==> src/hdl/wor_pkg.sv <==
// Shared types and constants for the weak observer registry.
// Used by wor_ctrl, wor_datapath and weak_observer_registry; no dependencies.
`default_nettype none
package wor_pkg;

  localparam int unsigned ENTRIES_DEF = 64;
  localparam int unsigned ADDR_W      = 64;
  localparam int unsigned KIND_W      = 2;
  localparam int unsigned OP_W        = 2;
  localparam int unsigned ST_W        = 3;
  localparam int unsigned LIVE_W      = 7;

  typedef enum logic [OP_W-1:0] {
    OP_REGISTER   = 2'd0,
    OP_DEREGISTER = 2'd1,
    OP_DYING      = 2'd2,
    OP_UNKNOWN    = 2'd3
  } op_e;

  typedef enum logic [ST_W-1:0] {
    ST_REGISTERED = 3'd0,
    ST_NULL       = 3'd1,
    ST_FULL       = 3'd2,
    ST_REMOVED    = 3'd3,
    ST_NOTFOUND   = 3'd4,
    ST_NOTICE     = 3'd5,
    ST_NONE       = 3'd6
  } status_e;

  // Commands from the controller to the datapath
  typedef struct packed {
    logic    load;
    logic    cmp;
    logic    push;
    logic    remove;
    logic    pop1;
    logic    pop2;
    logic    rot_step;
    logic    emit;
    logic    emit_notice;
    logic    emit_last;
    status_e emit_status;
  } cmd_t;

  // Status from the datapath to the controller
  typedef struct packed {
    op_e  op;
    logic tgt_null;
    logic full;
    logic found;
    logic none_match;
    logic head_match;
    logic last_match;
    logic out_free;
    logic rot_done;
  } sts_t;

endpackage
`default_nettype wire

==> src/hdl/wor_ctrl.sv <==
// Controller state machine of the weak observer registry.
// Drives wor_datapath commands from its status; uses wor_pkg.
`default_nettype none
module wor_ctrl (
  input  wire logic          clk_i,
  input  wire logic          rst_ni,
  input  wire logic          in_valid_i,
  output logic               in_ready_o,
  input  wire wor_pkg::sts_t sts_i,
  output wor_pkg::cmd_t      cmd_o
);

  typedef enum logic [2:0] {
    S_IDLE, S_CMP, S_ACT, S_CNT1, S_CNT2, S_CHK, S_RESP, S_ROT
  } state_e;

  state_e           state_q;
  wor_pkg::status_e resp_q;

  // Decode commands from the state
  always_comb begin
    cmd_o      = '0;
    in_ready_o = 1'b0;
    case (state_q)
      S_IDLE: begin
        in_ready_o = 1'b1;
        cmd_o.load = in_valid_i;
      end
      S_CMP:  cmd_o.cmp = 1'b1;
      S_ACT: begin
        if (sts_i.op == wor_pkg::OP_REGISTER) begin
          cmd_o.push = !sts_i.tgt_null && !sts_i.full;
        end else if (sts_i.op == wor_pkg::OP_DEREGISTER) begin
          cmd_o.remove = !sts_i.tgt_null && sts_i.found;
        end
      end
      S_CNT1: cmd_o.pop1 = 1'b1;
      S_CNT2: cmd_o.pop2 = 1'b1;
      S_RESP: begin
        cmd_o.emit        = sts_i.out_free;
        cmd_o.emit_last   = 1'b1;
        cmd_o.emit_status = resp_q;
      end
      S_ROT: begin
        if (!sts_i.rot_done) begin
          // stall a matching head until the result register frees
          cmd_o.rot_step    = !sts_i.head_match || sts_i.out_free;
          cmd_o.emit        = sts_i.head_match && sts_i.out_free;
          cmd_o.emit_notice = cmd_o.emit;
          cmd_o.emit_last   = sts_i.last_match;
          cmd_o.emit_status = wor_pkg::ST_NOTICE;
        end
      end
      default: ;
    endcase
  end

  // Advance state and hold the pending response code
  always_ff @(posedge clk_i or negedge rst_ni) begin
    if (!rst_ni) begin
      state_q <= S_IDLE;
      resp_q  <= wor_pkg::ST_NONE;
    end else begin
      case (state_q)
        S_IDLE: if (in_valid_i) state_q <= S_CMP;
        S_CMP:  state_q <= S_ACT;
        S_ACT: begin
          state_q <= S_RESP;
          case (sts_i.op)
            wor_pkg::OP_REGISTER: begin
              if (sts_i.tgt_null)  resp_q <= wor_pkg::ST_NULL;
              else if (sts_i.full) resp_q <= wor_pkg::ST_FULL;
              else                 resp_q <= wor_pkg::ST_REGISTERED;
            end
            wor_pkg::OP_DEREGISTER: begin
              if (sts_i.tgt_null)   resp_q <= wor_pkg::ST_NULL;
              else if (sts_i.found) resp_q <= wor_pkg::ST_REMOVED;
              else                  resp_q <= wor_pkg::ST_NOTFOUND;
            end
            wor_pkg::OP_DYING: state_q <= S_CNT1;
            default: resp_q <= wor_pkg::ST_NONE;
          endcase
        end
        S_CNT1: state_q <= S_CNT2;
        S_CNT2: state_q <= S_CHK;
        S_CHK: begin
          if (sts_i.none_match) begin
            resp_q  <= wor_pkg::ST_NONE;
            state_q <= S_RESP;
          end else begin
            state_q <= S_ROT;
          end
        end
        S_RESP: if (sts_i.out_free) state_q <= S_IDLE;
        S_ROT:  if (sts_i.rot_done) state_q <= S_IDLE;
        default: state_q <= S_IDLE;
      endcase
    end
  end

  a_ready_idle: assert property (@(posedge clk_i) disable iff (!rst_ni)
    in_ready_o |-> (state_q == S_IDLE)) else $error("ready outside idle");
  a_one_move: assert property (@(posedge clk_i) disable iff (!rst_ni)
    $onehot0({cmd_o.push, cmd_o.remove, cmd_o.rot_step}))
    else $error("conflicting cell moves");
  a_accept_cmp: assert property (@(posedge clk_i) disable iff (!rst_ni)
    (in_valid_i && in_ready_o) |=> (state_q == S_CMP))
    else $error("accepted item not compared");

endmodule
`default_nettype wire

==> config.mk <==
export PLATFORM = sky130hd
export DESIGN_NAME = wor_ctrl
export DESIGN_NICKNAME = d
export VERILOG_FILES = /design/src/hdl/wor_pkg.sv /design/src/hdl/wor_ctrl.sv
export SDC_FILE = /design/constraint.sdc
export NUM_CORES = 1
export LEC_CHECK = 0
export BUFFER_PORTS_ARGS = -buffer_cell sky130_fd_sc_hd__buf_4
export CAP_MARGIN = 25
export CORE_AREA = 2 2 39 41
export DETAILED_ROUTE_END_ITERATION = 16
export DIE_AREA = 0 0 41 43
export GPL_ROUTABILITY_DRIVEN = 1
export GPL_TIMING_DRIVEN = 1
export PLACE_DENSITY = 0.7
export SYNTH_ARGS = -nofsm -noshare
export SYNTH_HDL_FRONTEND = slang
export SYNTH_SLANG_ARGS = --single-unit
==> constraint.sdc <==
create_clock -name clk_i -period 3.6 [get_ports clk_i]
set_input_delay 0.18 -clock clk_i [delete_from_list [all_inputs] [get_ports clk_i]]
set_output_delay 0.18 -clock clk_i [all_outputs]
set_load 0.005 [all_outputs]
==> results.yml <==
status:
  status: "finished clean"
placement:
  preCtsSetupSlack_ns: 2.00
  gp_congestion: 0.742
  portBuffers: 26
  dpl.hpwl_um: 986
setup_path:
  cp.arrival_ns: 1.48
  cp_max_fo: 17
  crit_type: "reg2out"
  cp-end-kind: "output port"
  rr_worst_depth: 3
  cp-start-kind: "flip-flop"
  cp_data_required_time_ns: 3.42
yosys:
  synth_top_area_cell: "dfrtp_1"
  yosysSeqAreaShare: 0.298
  syn_area_um2: 512
  ys_warn_count: 0
  synth-seq-cells: 6
  yosysTopAreaCellShare: 0.196
  syn_avg_cell_area_um2: 8.00
  netlist_instances: 64
  ys_types: 25
  synthesis.nets: 77
  synth_area_leaders: "dfrtp_1 20%, dfstp_2 10%, nand2b_1 9.8%"
sta:
  setup_violations: 0
  rsz0062_at_grt: "false"
  layout_min_cycle_time_ns: 1.66
  fin_crit_sh: 0.461
  worst-slew-pin-transition_ns: 0.442
  holdWs_ns: 0.262
  relSlewSlack: 0.705
  fin_worst_skew_ns: 0.00405
  clock.fmax_ghz: 0.603
  maxSlewViolCount: 0
  fin_tns_setup_ns: 0
  hold_viol_final: 0
  setup_ws_ns: 1.94
layout:
  multi_input_area_um2: 348
  antenna_cells: 0
  fin_nets: 106
  drive_gt1_frac: 0.407
  area_delta_synth_final_pct: 46.2
  fill_cells: 136
  seq_area_um2: 153
  final_cell_mix: "26 x buf_4, 8 x nor2_1, 8 x nand2b_1, 8 x a21oi_1"
  final_common_cell: "buf_4"
floorplanning:
  num_rows: 14
  start_util: 0.370
  die_w_um: 41
  core_mm2: 0.00138
  die-height_um: 43
  pin_count: 27
  die_area_mm2: 0.00176
route:
  via_per_inst: 5.10
  routedWlPerCell_um: 11.5
  routed_wl_mm: 1.23
  final_antenna_net_count: 0
  drtIter0Drc: 1
  drc_errors: 0
  drt_pass1_iterations: 2
  num_vias: 546
clock_network:
  postCtsSetupBuffers: 0
  clockBufferDepth: 2
  cts_tree: "built"
  ctsRootBufferMaster: "clkbuf_4"
  htreeDepth: 1
  numCtsBuffers: 3
  clk_latency_ns: 0.24
  ctsResizeCount: 0
  clkTransAtPathRegs_ns: 0.04
  clock-sinks: 6
global_routing:
  grt_pass1_wl_mm: 2.02
  grt_use_met1: 0.233
  met3_usage: 0.0471
  antenna_found_initial: 0
  track_usage: 0.167
  grt_overflow: 0
  top_usage_layer: "met2"
  grt_pass1_vias: 477
  grtUsageMet2: 0.241
  grt_max_degree: 18
power:
  p_leak_nw: 0.360
  p_seq_frac: 0.363
  comb_power_share: 0.514
  p_sw_frac: 0.385
  power_switching_mw: 0.186
  powerDensity_mw_per_mm2: 646
  intPower_mw: 0.298
  ir_worst_vdd_mv: 0.351
  clkPwrFrac: 0.123
job:
  drv_cap: 0
min_path:
  hold_class: "in2reg"
  hold_depth: 3
-- power by group through the flow --
stage / Clock (mW) / Combinational (mW) / Sequential (mW)
3_3_place_gp: 0 / 0.251 / 0.175
5_1_grt: 0.0681 / 0.275 / 0.190
4_1_cts: 0.0634 / 0.253 / 0.176
2_1_floorplan: 0 / 0.189 / 0.132
3_5_place_dp: 0 / 0.250 / 0.178
6_report: 0.0593 / 0.249 / 0.176
-- metrics by stage --
| step | utilization | instances | power [mW] | area, um2 |
|---|---|---|---|---|
| detailed placement | 0.517 | 103 | 0.428 | 716 |
| global placement | 0.517 | 103 | 0.426 | 716 |
| global route | 0.541 | 107 | 0.533 | 748 |
| CTS | 0.541 | 107 | 0.493 | 748 |
| floorplan | - | 64 | 0.321 | 512 |
| finish | 0.541 | 107 | 0.484 | 748 |
-- layer usage --
layer,up-vias,part of all wire
met5,-,0
met4,0,0
met3,0,0.042
met2,12,0.49
met1,251,0.47
li1,283,-
-- synth_stat cells --
master / number
or3_1: 1
nor2b_1: 1
mux2i_1: 1
or3b_2: 1
clkbuf_1: 3
a22o_1: 1
nor3b_1: 3
nand3_1: 1
mux2_4: 2
mux2_2: 2
nor2_1: 8
o21bai_1: 1
and2_1: 1
dfrtp_1: 4
and3b_1: 1
a211o_1: 1
nor3_1: 5
dfstp_2: 2
nand2b_1: 8
a21oi_1: 8
a211o_2: 1
and3_1: 1
a31oi_1: 1
and4b_1: 1
nand2_1: 5
-- final cells by class --
cell class,count,area share
timing repair buffer,27,0.274
multi-input combinational,55,0.465
clock buffer,3,0.0301
sequential,6,0.204
tap,16,0.0268
-- timing repair --
item	4_1_cts	5_1_grt
endpoints found under the hold margin	6	0
hold buffers	1	0
setup endpoints to repair	0	0
-- path summary, 6_finish.rpt --
kind / startpoint / end / slack [ns]
min reg2reg: resp_q[0] / resp_q[0] / 0.53
max in group asynchronous: rst_ni / resp_q[2] / 3.11
max: state_q[0] / cmd_o[10] / 1.94
min: sts_i[0] / state_q[1] / 0.26
min in group asynchronous: rst_ni / state_q[1] / 0.28
max reg2reg: state_q[0] / resp_q[0] / 2.01
-- sequential cells by signal, indices dropped and copies added (netlist names) --
signal   cells
resp_q       3
state_q      3
-- worst max-delay path, stage by stage, from the launching register on --
cell and delay (ns):
dfrtp_1 0.53, nor3b_1 0.33, nand2_1 0.11, nor3_1 0.14, buf_4 0.14
-- logic make-up after synthesis --
family / synth area share
DFF: 0.298
muxes: 0.122
buffers and inverters: 0.0220
and+or+nand+nor: 0.399
AOI/OAI and AO/OA: 0.159
(Power assumes the default switching activity.)
